## config.mk

```make
export PLATFORM = sky130hd
export DESIGN_NAME = barrier_sync_unit_flat
export DESIGN_NICKNAME = d
export VERILOG_FILES = /design/src/rtl/bsu_pkg.sv /design/src/rtl/bsu_if.sv /design/src/rtl/bsu_cell.sv /design/src/rtl/barrier_sync_unit.sv /design/src/flat_wrapper.sv
export SDC_FILE = /design/constraint.sdc
export NUM_CORES = 2
export LEC_CHECK = 0
export BUFFER_PORTS_ARGS = -buffer_cell sky130_fd_sc_hd__buf_2
export CAP_MARGIN = 20
export CORE_ASPECT_RATIO = 0.7
export CORE_MARGIN = 8
export CORE_UTILIZATION = 40
export CTS_CLUSTER_DIAMETER = 200
export DETAILED_ROUTE_END_ITERATION = 6
export HOLD_SLACK_MARGIN = 0.02
export MAX_ROUTING_LAYER = met4
export PLACE_DENSITY = 0.62
export SLEW_MARGIN = 40
export SYNTH_ARGS = -nofsm -noshare
export SYNTH_HDL_FRONTEND = slang
export SYNTH_SLANG_ARGS = --single-unit
```

## constraint.sdc

```tcl
create_clock -name clk -period 9.3 [get_ports clk]
set_input_delay 1.86 -clock clk [delete_from_list [all_inputs] [get_ports clk]]
set_output_delay 1.86 -clock clk [all_outputs]
set_load 0.005 [all_outputs]
```

## src/rtl/bsu_pkg.sv

```systemverilog
// Shared types, codes and constants for the barrier synchronization unit.
package bsu_pkg;

    localparam int ADDR_W = 64;
    localparam int TID_W  = 6;
    localparam int CNT_W  = 7;

    localparam int DEF_BARRIER_SLOTS = 16;
    localparam int DEF_THREAD_SLOTS  = 64;

    typedef enum logic [0:0] {
        CMD_DEFINE = 1'b0,
        CMD_WAIT   = 1'b1
    } cmd_t;

    typedef enum logic [2:0] {
        KIND_DEFINED = 3'd0,
        KIND_ALREADY = 3'd1,
        KIND_SLEEP   = 3'd2,
        KIND_WAKE    = 3'd3,
        KIND_UNKNOWN = 3'd4,
        KIND_FULL    = 3'd5
    } kind_t;

    typedef enum logic [1:0] {
        ST_IDLE,
        ST_LOOK,
        ST_EXEC,
        ST_WAKE
    } state_t;

    // Broadcast control from the sequencer to every cell.
    typedef struct packed {
        logic look;       // capture hit and free grant
        logic wr_define;  // granted cell installs the command's barrier
        logic wr_wait;    // hit cell updates its waiter set
        logic clear_set;  // with wr_wait: barrier released, set goes empty
    } bsu_ctrl_t;

endpackage

```

## src/rtl/bsu_if.sv

```systemverilog
// Valid/ready channel interfaces for commands and results.
interface bsu_in_if;
    logic                        valid;
    logic                        ready;
    logic                        cmd;
    logic [bsu_pkg::TID_W-1:0]   thread;
    logic [bsu_pkg::ADDR_W-1:0]  address;
    logic [bsu_pkg::CNT_W-1:0]   thread_count;

    modport source (output valid, cmd, thread, address, thread_count,
                    input ready);
    modport sink   (input valid, cmd, thread, address, thread_count,
                    output ready);
endinterface

interface bsu_out_if;
    logic                        valid;
    logic                        ready;
    logic [2:0]                  kind;
    logic [bsu_pkg::TID_W-1:0]   thread_out;
    logic                        last;

    modport source (output valid, kind, thread_out, last, input ready);
    modport sink   (input valid, kind, thread_out, last, output ready);
endinterface

```

## src/rtl/bsu_cell.sv

```systemverilog
// One barrier table slot: address, target, waiter set and its link in the chain.
module bsu_cell #(
    parameter int THREAD_SLOTS = bsu_pkg::DEF_THREAD_SLOTS
) (
    input  logic                         clk,
    input  logic                         rst_n,
    input  bsu_pkg::bsu_ctrl_t           ctrl,
    input  logic [bsu_pkg::ADDR_W-1:0]   cmd_addr,
    input  logic [bsu_pkg::CNT_W-1:0]    cmd_target,
    input  logic [THREAD_SLOTS-1:0]      cmd_bit,
    input  logic [THREAD_SLOTS-1:0]      new_mask,
    input  logic                         free_in,
    output logic                         free_out,
    input  logic                         hit_in,
    output logic                         hit_out,
    input  logic [THREAD_SLOTS-1:0]      mask_in,
    output logic [THREAD_SLOTS-1:0]      mask_out,
    input  logic [bsu_pkg::CNT_W-1:0]    target_in,
    output logic [bsu_pkg::CNT_W-1:0]    target_out,
    output logic                         hit_q
);
    import bsu_pkg::*;

    logic                    valid_reg;
    logic [ADDR_W-1:0]       addr_reg;
    logic [CNT_W-1:0]        target_reg;
    logic [THREAD_SLOTS-1:0] waiter_reg;
    logic                    hit_reg;
    logic                    grant_reg;

    logic hit;
    logic grant;

    assign hit   = valid_reg && (addr_reg == cmd_addr);
    // lowest free slot wins: no free slot upstream and this one empty
    assign grant = !valid_reg && !free_in;

    assign free_out   = free_in | !valid_reg;
    assign hit_out    = hit_in | hit;
    assign mask_out   = mask_in | (hit ? (waiter_reg | cmd_bit) : '0);
    assign target_out = target_in | (hit ? target_reg : '0);
    assign hit_q      = hit_reg;

    always_ff @(posedge clk or negedge rst_n)
    begin
        if (!rst_n)
        begin
            valid_reg  <= 1'b0;
            waiter_reg <= '0;
            hit_reg    <= 1'b0;
            grant_reg  <= 1'b0;
        end
        else
        begin
            if (ctrl.look)
            begin
                hit_reg   <= hit;
                grant_reg <= grant;
            end
            if (ctrl.wr_define && grant_reg)
            begin
                valid_reg  <= 1'b1;
                waiter_reg <= '0;
            end
            else if (ctrl.wr_wait && hit_reg)
            begin
                waiter_reg <= ctrl.clear_set ? '0 : new_mask;
            end
        end
    end

    always_ff @(posedge clk)
    begin
        if (ctrl.wr_define && grant_reg)
        begin
            addr_reg   <= cmd_addr;
            target_reg <= cmd_target;
        end
    end

    // a captured grant means the slot was empty, so it cannot also hit
    assert property (@(posedge clk) disable iff (!rst_n) !(hit_reg && grant_reg))
        else $error("cell both hit and granted");

    assert property (@(posedge clk) disable iff (!rst_n)
        (ctrl.wr_define && grant_reg) |=> (valid_reg && waiter_reg == '0))
        else $error("define did not install an empty entry");

    assert property (@(posedge clk) disable iff (!rst_n)
        (ctrl.wr_wait && ctrl.clear_set && hit_reg) |=> (waiter_reg == '0))
        else $error("released barrier kept waiters");

endmodule

```

## src/rtl/barrier_sync_unit.sv

```systemverilog
// Barrier synchronization unit: top level with command sequencer and cell chain.
//
// A table of BARRIER_SLOTS counting barriers, keyed by 64-bit address, held
// in a row of cells. Each cell compares its address against the command in
// parallel; a free-slot chain running from cell 0 upward grants a define to
// the lowest empty slot, and the hit cell hands its updated waiter set and
// target down the chain to the sequencer. A define or a wait that does not
// release its barrier passes through accept, chain lookup and execute
// before the next ready. A wait that releases a barrier with N waiters
// then drains them in a wake burst: wake transactions come out one per
// cycle while the output register has room, lowest thread first, from a
// priority encoder over the released set, with last set on the final one.
// The result sits in an output register, so a new command is
// taken while the previous result is still waiting to be taken; the unit
// stalls in execute or wake only while that register is full. Threads at or
// above THREAD_SLOTS and waits on unknown addresses report unknown barrier;
// a target of zero or above THREAD_SLOTS is never reached. Entries are
// never removed. No clearing pass: the unit is ready right after reset.
module barrier_sync_unit #(
    parameter int BARRIER_SLOTS = bsu_pkg::DEF_BARRIER_SLOTS,
    parameter int THREAD_SLOTS  = bsu_pkg::DEF_THREAD_SLOTS
) (
    input  logic        clk,
    input  logic        rst_n,
    bsu_in_if.sink      in_ch,
    bsu_out_if.source   out_ch
);
    import bsu_pkg::*;

    // ---------------------------------------------------------------
    // Command capture
    // ---------------------------------------------------------------
    state_t                  state_reg, state_next;
    cmd_t                    cmd_reg;
    logic [TID_W-1:0]        tid_reg;
    logic [ADDR_W-1:0]       addr_reg;
    logic [CNT_W-1:0]        count_reg;

    // lookup results captured at the end of the chain
    logic                    hit_any_reg;
    logic                    free_any_reg;
    logic [THREAD_SLOTS-1:0] mask_reg;
    logic [CNT_W-1:0]        tgt_reg;

    // wake burst
    logic [THREAD_SLOTS-1:0] wake_reg, wake_next;

    // output register
    logic                    ovalid_reg, ovalid_next;
    kind_t                   okind_reg, okind_next;
    logic [TID_W-1:0]        othread_reg, othread_next;
    logic                    olast_reg, olast_next;

    logic                    in_fire;
    logic                    out_free;
    logic                    emit;
    bsu_ctrl_t               ctrl;

    logic                    tid_ok;
    logic [THREAD_SLOTS-1:0] cmd_bit;
    logic [CNT_W-1:0]        pop;
    logic                    reached;
    logic [TID_W-1:0]        wake_idx;
    logic [THREAD_SLOTS-1:0] wake_rest;

    // ---------------------------------------------------------------
    // Cell chain
    // ---------------------------------------------------------------
    logic                    free_c   [0:BARRIER_SLOTS];
    logic                    hit_c    [0:BARRIER_SLOTS];
    logic [THREAD_SLOTS-1:0] mask_c   [0:BARRIER_SLOTS];
    logic [CNT_W-1:0]        target_c [0:BARRIER_SLOTS];
    logic [BARRIER_SLOTS-1:0] hit_vec;

    assign free_c[0]   = 1'b0;
    assign hit_c[0]    = 1'b0;
    assign mask_c[0]   = '0;
    assign target_c[0] = '0;

    for (genvar g = 0; g < BARRIER_SLOTS; g++)
    begin : g_cell
        bsu_cell #(
            .THREAD_SLOTS (THREAD_SLOTS)
        ) u_cell (
            .clk        (clk),
            .rst_n      (rst_n),
            .ctrl       (ctrl),
            .cmd_addr   (addr_reg),
            .cmd_target (count_reg),
            .cmd_bit    (cmd_bit),
            .new_mask   (mask_reg),
            .free_in    (free_c[g]),
            .free_out   (free_c[g+1]),
            .hit_in     (hit_c[g]),
            .hit_out    (hit_c[g+1]),
            .mask_in    (mask_c[g]),
            .mask_out   (mask_c[g+1]),
            .target_in  (target_c[g]),
            .target_out (target_c[g+1]),
            .hit_q      (hit_vec[g])
        );
    end

    // ---------------------------------------------------------------
    // Helpers
    // ---------------------------------------------------------------
    function automatic logic [CNT_W-1:0] pop_count(input logic [THREAD_SLOTS-1:0] m);
        logic [CNT_W-1:0] n;
        n = '0;
        for (int i = 0; i < THREAD_SLOTS; i++)
        begin
            n = n + CNT_W'(m[i]);
        end
        return n;
    endfunction

    function automatic logic [TID_W-1:0] lowest_set(input logic [THREAD_SLOTS-1:0] m);
        logic [TID_W-1:0] idx;
        idx = '0;
        for (int i = THREAD_SLOTS - 1; i >= 0; i--)
        begin
            if (m[i])
            begin
                idx = TID_W'(i);
            end
        end
        return idx;
    endfunction

    assign tid_ok    = ({1'b0, tid_reg} < CNT_W'(THREAD_SLOTS));
    assign cmd_bit   = tid_ok ? (THREAD_SLOTS'(1) << tid_reg) : '0;
    assign pop       = pop_count(mask_reg);
    assign reached   = (pop == tgt_reg);
    assign wake_idx  = lowest_set(wake_reg);
    assign wake_rest = wake_reg & ~(THREAD_SLOTS'(1) << wake_idx);

    // ---------------------------------------------------------------
    // Handshakes
    // ---------------------------------------------------------------
    assign in_ch.ready = (state_reg == ST_IDLE);
    assign in_fire     = in_ch.valid && in_ch.ready;
    assign out_free    = !ovalid_reg || out_ch.ready;

    assign out_ch.valid      = ovalid_reg;
    assign out_ch.kind       = okind_reg;
    assign out_ch.thread_out = othread_reg;
    assign out_ch.last       = olast_reg;

    // ---------------------------------------------------------------
    // Sequencer
    // ---------------------------------------------------------------
    always_comb
    begin
        state_next   = state_reg;
        wake_next    = wake_reg;
        ctrl         = '0;
        emit         = 1'b0;
        okind_next   = okind_reg;
        othread_next = othread_reg;
        olast_next   = olast_reg;

        unique case (state_reg)
            ST_IDLE:
            begin
                if (in_fire)
                begin
                    state_next = ST_LOOK;
                end
            end
            ST_LOOK:
            begin
                ctrl.look  = 1'b1;
                state_next = ST_EXEC;
            end
            ST_EXEC:
            begin
                if (out_free)
                begin
                    othread_next = '0;
                    olast_next   = 1'b1;
                    state_next   = ST_IDLE;
                    if (cmd_reg == CMD_DEFINE)
                    begin
                        emit = 1'b1;
                        if (hit_any_reg)
                        begin
                            okind_next = KIND_ALREADY;
                        end
                        else if (free_any_reg)
                        begin
                            ctrl.wr_define = 1'b1;
                            okind_next     = KIND_DEFINED;
                        end
                        else
                        begin
                            okind_next = KIND_FULL;
                        end
                    end
                    else if (!hit_any_reg || !tid_ok)
                    begin
                        emit       = 1'b1;
                        okind_next = KIND_UNKNOWN;
                    end
                    else if (reached)
                    begin
                        // release: set goes empty, waiters drain from wake_reg
                        ctrl.wr_wait   = 1'b1;
                        ctrl.clear_set = 1'b1;
                        wake_next      = mask_reg;
                        state_next     = ST_WAKE;
                    end
                    else
                    begin
                        emit         = 1'b1;
                        ctrl.wr_wait = 1'b1;
                        okind_next   = KIND_SLEEP;
                        othread_next = tid_reg;
                    end
                end
            end
            ST_WAKE:
            begin
                if (out_free)
                begin
                    emit         = 1'b1;
                    okind_next   = KIND_WAKE;
                    othread_next = wake_idx;
                    olast_next   = (wake_rest == '0);
                    wake_next    = wake_rest;
                    if (wake_rest == '0)
                    begin
                        state_next = ST_IDLE;
                    end
                end
            end
            default:
            begin
                state_next = ST_IDLE;
            end
        endcase
    end

    assign ovalid_next = emit ? 1'b1 : (out_ch.ready ? 1'b0 : ovalid_reg);

    always_ff @(posedge clk or negedge rst_n)
    begin
        if (!rst_n)
        begin
            state_reg  <= ST_IDLE;
            ovalid_reg <= 1'b0;
        end
        else
        begin
            state_reg  <= state_next;
            ovalid_reg <= ovalid_next;
        end
    end

    always_ff @(posedge clk)
    begin
        if (in_fire)
        begin
            cmd_reg   <= cmd_t'(in_ch.cmd);
            tid_reg   <= in_ch.thread;
            addr_reg  <= in_ch.address;
            count_reg <= in_ch.thread_count;
        end
        if (ctrl.look)
        begin
            hit_any_reg  <= hit_c[BARRIER_SLOTS];
            free_any_reg <= free_c[BARRIER_SLOTS];
            mask_reg     <= mask_c[BARRIER_SLOTS];
            tgt_reg      <= target_c[BARRIER_SLOTS];
        end
        wake_reg    <= wake_next;
        okind_reg   <= okind_next;
        othread_reg <= othread_next;
        olast_reg   <= olast_next;
    end

    // ---------------------------------------------------------------
    // Checks
    // ---------------------------------------------------------------
    // addresses are unique in the table, so at most one cell hits
    assert property (@(posedge clk) disable iff (!rst_n) $onehot0(hit_vec))
        else $error("more than one barrier matched");

    assert property (@(posedge clk) disable iff (!rst_n)
        (state_reg == ST_WAKE) |-> (wake_reg != '0))
        else $error("wake burst with empty waiter set");

    assert property (@(posedge clk) disable iff (!rst_n)
        (state_reg == ST_WAKE && emit && olast_next) |=> (state_reg == ST_IDLE))
        else $error("wake burst did not end on last transaction");

endmodule

```

## src/flat_wrapper.sv

```systemverilog
// flat-port wrapper written by rule: the top's interface ports become plain ports
module barrier_sync_unit_flat import bsu_pkg::*;
#(
    parameter int BARRIER_SLOTS = bsu_pkg::DEF_BARRIER_SLOTS,
    parameter int THREAD_SLOTS  = bsu_pkg::DEF_THREAD_SLOTS
)
  (clk, rst_n, in_ch_valid, in_ch_cmd, in_ch_thread, in_ch_address, in_ch_thread_count, in_ch_ready, out_ch_valid, out_ch_kind, out_ch_thread_out, out_ch_last, out_ch_ready);
  bsu_in_if in_ch_i ();
  bsu_out_if out_ch_i ();
  input  logic clk;
  input  logic rst_n;
  input wire logic [$bits(in_ch_i.valid)-1:0] in_ch_valid;
  input wire logic [$bits(in_ch_i.cmd)-1:0] in_ch_cmd;
  input wire logic [$bits(in_ch_i.thread)-1:0] in_ch_thread;
  input wire logic [$bits(in_ch_i.address)-1:0] in_ch_address;
  input wire logic [$bits(in_ch_i.thread_count)-1:0] in_ch_thread_count;
  output wire logic [$bits(in_ch_i.ready)-1:0] in_ch_ready;
  output wire logic [$bits(out_ch_i.valid)-1:0] out_ch_valid;
  output wire logic [$bits(out_ch_i.kind)-1:0] out_ch_kind;
  output wire logic [$bits(out_ch_i.thread_out)-1:0] out_ch_thread_out;
  output wire logic [$bits(out_ch_i.last)-1:0] out_ch_last;
  input wire logic [$bits(out_ch_i.ready)-1:0] out_ch_ready;
  assign in_ch_i.valid = in_ch_valid;
  assign in_ch_i.cmd = in_ch_cmd;
  assign in_ch_i.thread = in_ch_thread;
  assign in_ch_i.address = in_ch_address;
  assign in_ch_i.thread_count = in_ch_thread_count;
  assign in_ch_ready = in_ch_i.ready;
  assign out_ch_valid = out_ch_i.valid;
  assign out_ch_kind = out_ch_i.kind;
  assign out_ch_thread_out = out_ch_i.thread_out;
  assign out_ch_last = out_ch_i.last;
  assign out_ch_i.ready = out_ch_ready;
  barrier_sync_unit #(.BARRIER_SLOTS(BARRIER_SLOTS), .THREAD_SLOTS(THREAD_SLOTS)) u_core (.clk(clk), .rst_n(rst_n), .in_ch(in_ch_i), .out_ch(out_ch_i));
endmodule
```

==> flow_summary.ini <==
[status]
status = complete, but fails checks
violations = design-rule violations

[global_route]
grt_overflow_total = 0
antenna_found_initial = 27
grt_pass1_vias = 73620
grt_usage_pct = 28.7
grt_max_degree = 146
grt_pass1_wl_mm = 566

[timing]
setup_viol_count_final = 0
fin_crit_ps = 8680
maxSlewHeadroom_pct = 34.5
fin_ws_ps = 624
tns_ps = 0
fin_skew_ps = 53.2
hold_viol_final = 0
rsz0062_at_grt = no
finalCritPeriodShare_pct = 93.3
max_freq_ghz = 0.115
final-max-slew-violation-count = 0
worst_pin_slew_ps = 983

[logic_synthesis]
synth_top_area_share_pct = 38.9
synth-edff-count = 1361
synthTopCellsByCount = 1361 x edfxtp_1, 1075 x dfrtp_1, 1047 x a22o_1, 762 x o21ai_0, 596 x clkbuf_1
synth.most_common_cell = edfxtp_1
synth_area_leaders = edfxtp_1 39%, dfrtp_1 26%, a22o_1 8.7%
synth_cells = 8214
ys_ff_latch = 2436
ys_seq_area_share_pct = 64.5
ys_dominant_reg_cell = edfxtp_1
synth.yosys.warnings = 0
syn_area_per_cell_um2 = 12.8
syn_area_um2 = 105000
synthDistinctLibCells = 87
syn_nets = 8366
yosysTopAreaCell = edfxtp_1
synthArstFlopShare_pct = 44.1

[pwr]
vdd_drop_max_mv = 2.19
power_density_nw_per_um2 = 306
leakage_nw = 45.0

[clock_tree]
cts-resized-gates = 0
cts_setup_buffers = 0
clk_pin_slew_ps = 60
tritoncts = yes
clock_sinks = 2436
clk-insertion-delay-late_ps = 910
clk_path_buf_depth = 4
root_buffer = clkbuf_16
hold_buffers = 0
cts_buffers = 241
cts.htree.levels = 4

[route]
drc_errors = 9
wl_mm = 405
via_per_inst = 6.59
ant_nets = 0
wl_per_cell_um = 34.2
dr_total_vias = 78186
drt_iter0_drc = 13721
dr.pass1.iters = 7

[floorplan]
rows = 157
dieWidth_um = 629
core_area_um2 = 261000
io_pins = 94
die-area_um2 = 280000
start_util_pct = 40.2
die_h_um = 445

[layout]
fin_nets = 8316
drive_gt1_share_pct = 11.5
syn2layout_area_growth_pct = 13.1
fin_util_pct = 45.4

[placement]
place_congestion = 0.983
dp_hpwl_mm = 237
post-place-ws_ps = 845
port_buffers = 93

[min_path]
min_path_type = register to register

[worst_setup_path]
cp_max_fo = 21
crit_type = register to register
arrival_ps = 9430
cp.required_ps = 10050
worstSetupStartpointType = register
cp-end-kind = register

[run]
maxCapViolations = 0
==> worst paths after layout <==
| path | startpoint | to | slack (ps) | cells past startpoint |
|---|---|---|---|---|
| max | u_core.mask_reg[54] | u_core.g_cell[2].u_cell.waiter_reg[63] | 620 | 26 |
| min | u_core.addr_reg[31] | u_core.g_cell[14].u_cell.addr_reg[31] | 460 | 0 |
| max reg2reg | u_core.mask_reg[54] | u_core.g_cell[2].u_cell.waiter_reg[63] | 620 | 26 |
| min reg2reg | u_core.addr_reg[31] | u_core.g_cell[14].u_cell.addr_reg[31] | 460 | 0 |
| max in group asynchronous | rst_n | u_core.g_cell[0].u_cell.waiter_reg[8] | 6200 | 5 |
| min in group asynchronous | rst_n | u_core.g_cell[13].u_cell.waiter_reg[34] | 880 | 1 |
==> cells by family (layout without fill, tap and decap cells) <==
kind of cell	Yosys count	in the layout	synth area share, %
AOI/OAI and AO/OA	2447	2447	17.2
adders and majority gates	70	70	1.22
buffers and inverters	892	1040	3.22
xor gates and xnor gates	780	780	6.50
DFF	2436	2436	64.5
and+or+nand+nor	1578	1578	7.28
muxes	11	11	0.118
other	0	11	0
==> where the power goes <==
group | internal (W) | switching (W)
clock network | 0.00564 | 0.00431
logic | 0.00568 | 0.00814
registers | 0.0120 | 0.000592
==> routing by layer <==
layer | GRT usage (%) | up-vias | wire (um)
met4 | 9.95 | 0 | 16600
met5 | - | - | 0
li1 | - | 30799 | -
met1 | 41.2 | 39609 | 165000
met2 | 36.9 | 6642 | 158000
met3 | 10.4 | 1136 | 65900
==> layout make-up <==
class | count | area (um^2)
Clock buffer | 313 | 6680
Fill cell | 23002 | 143000
Inverter | 223 | 840
Sequential cell | 2436 | 67800
Clock inverter | 128 | 1200
Timing Repair Buffer | 376 | 3340
Tap cell | 3498 | 4380
Multi-Input combinational cell | 4886 | 34600
Antenna cell | 11 | 27.5
==> layout by cell type, fill, tap and decap left out, types with 24 or more instances in the layout <==
cell type / count
edfxtp_1: 1361
a221oi_1: 59
dfrtp_1: 1075
buf_12: 37
nand4_1: 198
clkinv_2: 44
xor2_1: 346
nor2_2: 61
clkbuf_1: 42
and2_4: 33
nor2_1: 459
inv_1: 210
o21ai_0: 762
o2bb2ai_1: 45
a22oi_1: 30
o2111ai_1: 127
nor2b_2: 29
xnor2_1: 434
a2111oi_0: 24
fa_1: 54
nor3_1: 76
nand3_1: 54
a21oi_1: 38
buf_2: 92
buf_6: 29
nand2_1: 331
a22o_1: 1047
nor4_1: 151
o221ai_1: 25
buf_4: 207
clkinv_1: 57
o22ai_1: 119
clkbuf_16: 248
==> stage by stage <==
stage,power [W],std cells,hold WS [ps],area [um^2]
after global placement,0.0265,11397,446,110000
after global routing,0.0375,11868,482,119000
after floorplan,0.0227,8214,430,105000
final,0.0364,11871,464,119000
after CTS,0.0362,11852,465,119000
after detailed placement,0.0263,11411,449,111000
==> critical path: stages, from the launching register on <==
cell	delay [ps]
edfxtp_1	550
fa_1	580
inv_1	70
fa_1	450
fa_1	510
inv_1	60
fa_1	520
inv_1	50
fa_1	480
inv_1	60
fa_1	510
inv_1	60
fa_1	460
fa_1	530
fa_1	200
inv_1	80
fa_1	450
a21o_1	180
a21o_1	190
a21o_1	180
a21oi_1	170
xnor2_1	80
or4_1	640
nor2b_4	450
buf_12	290
nand2b_1	500
o21ai_0	180
No activity file was read; power rests on OpenSTA's default activity.
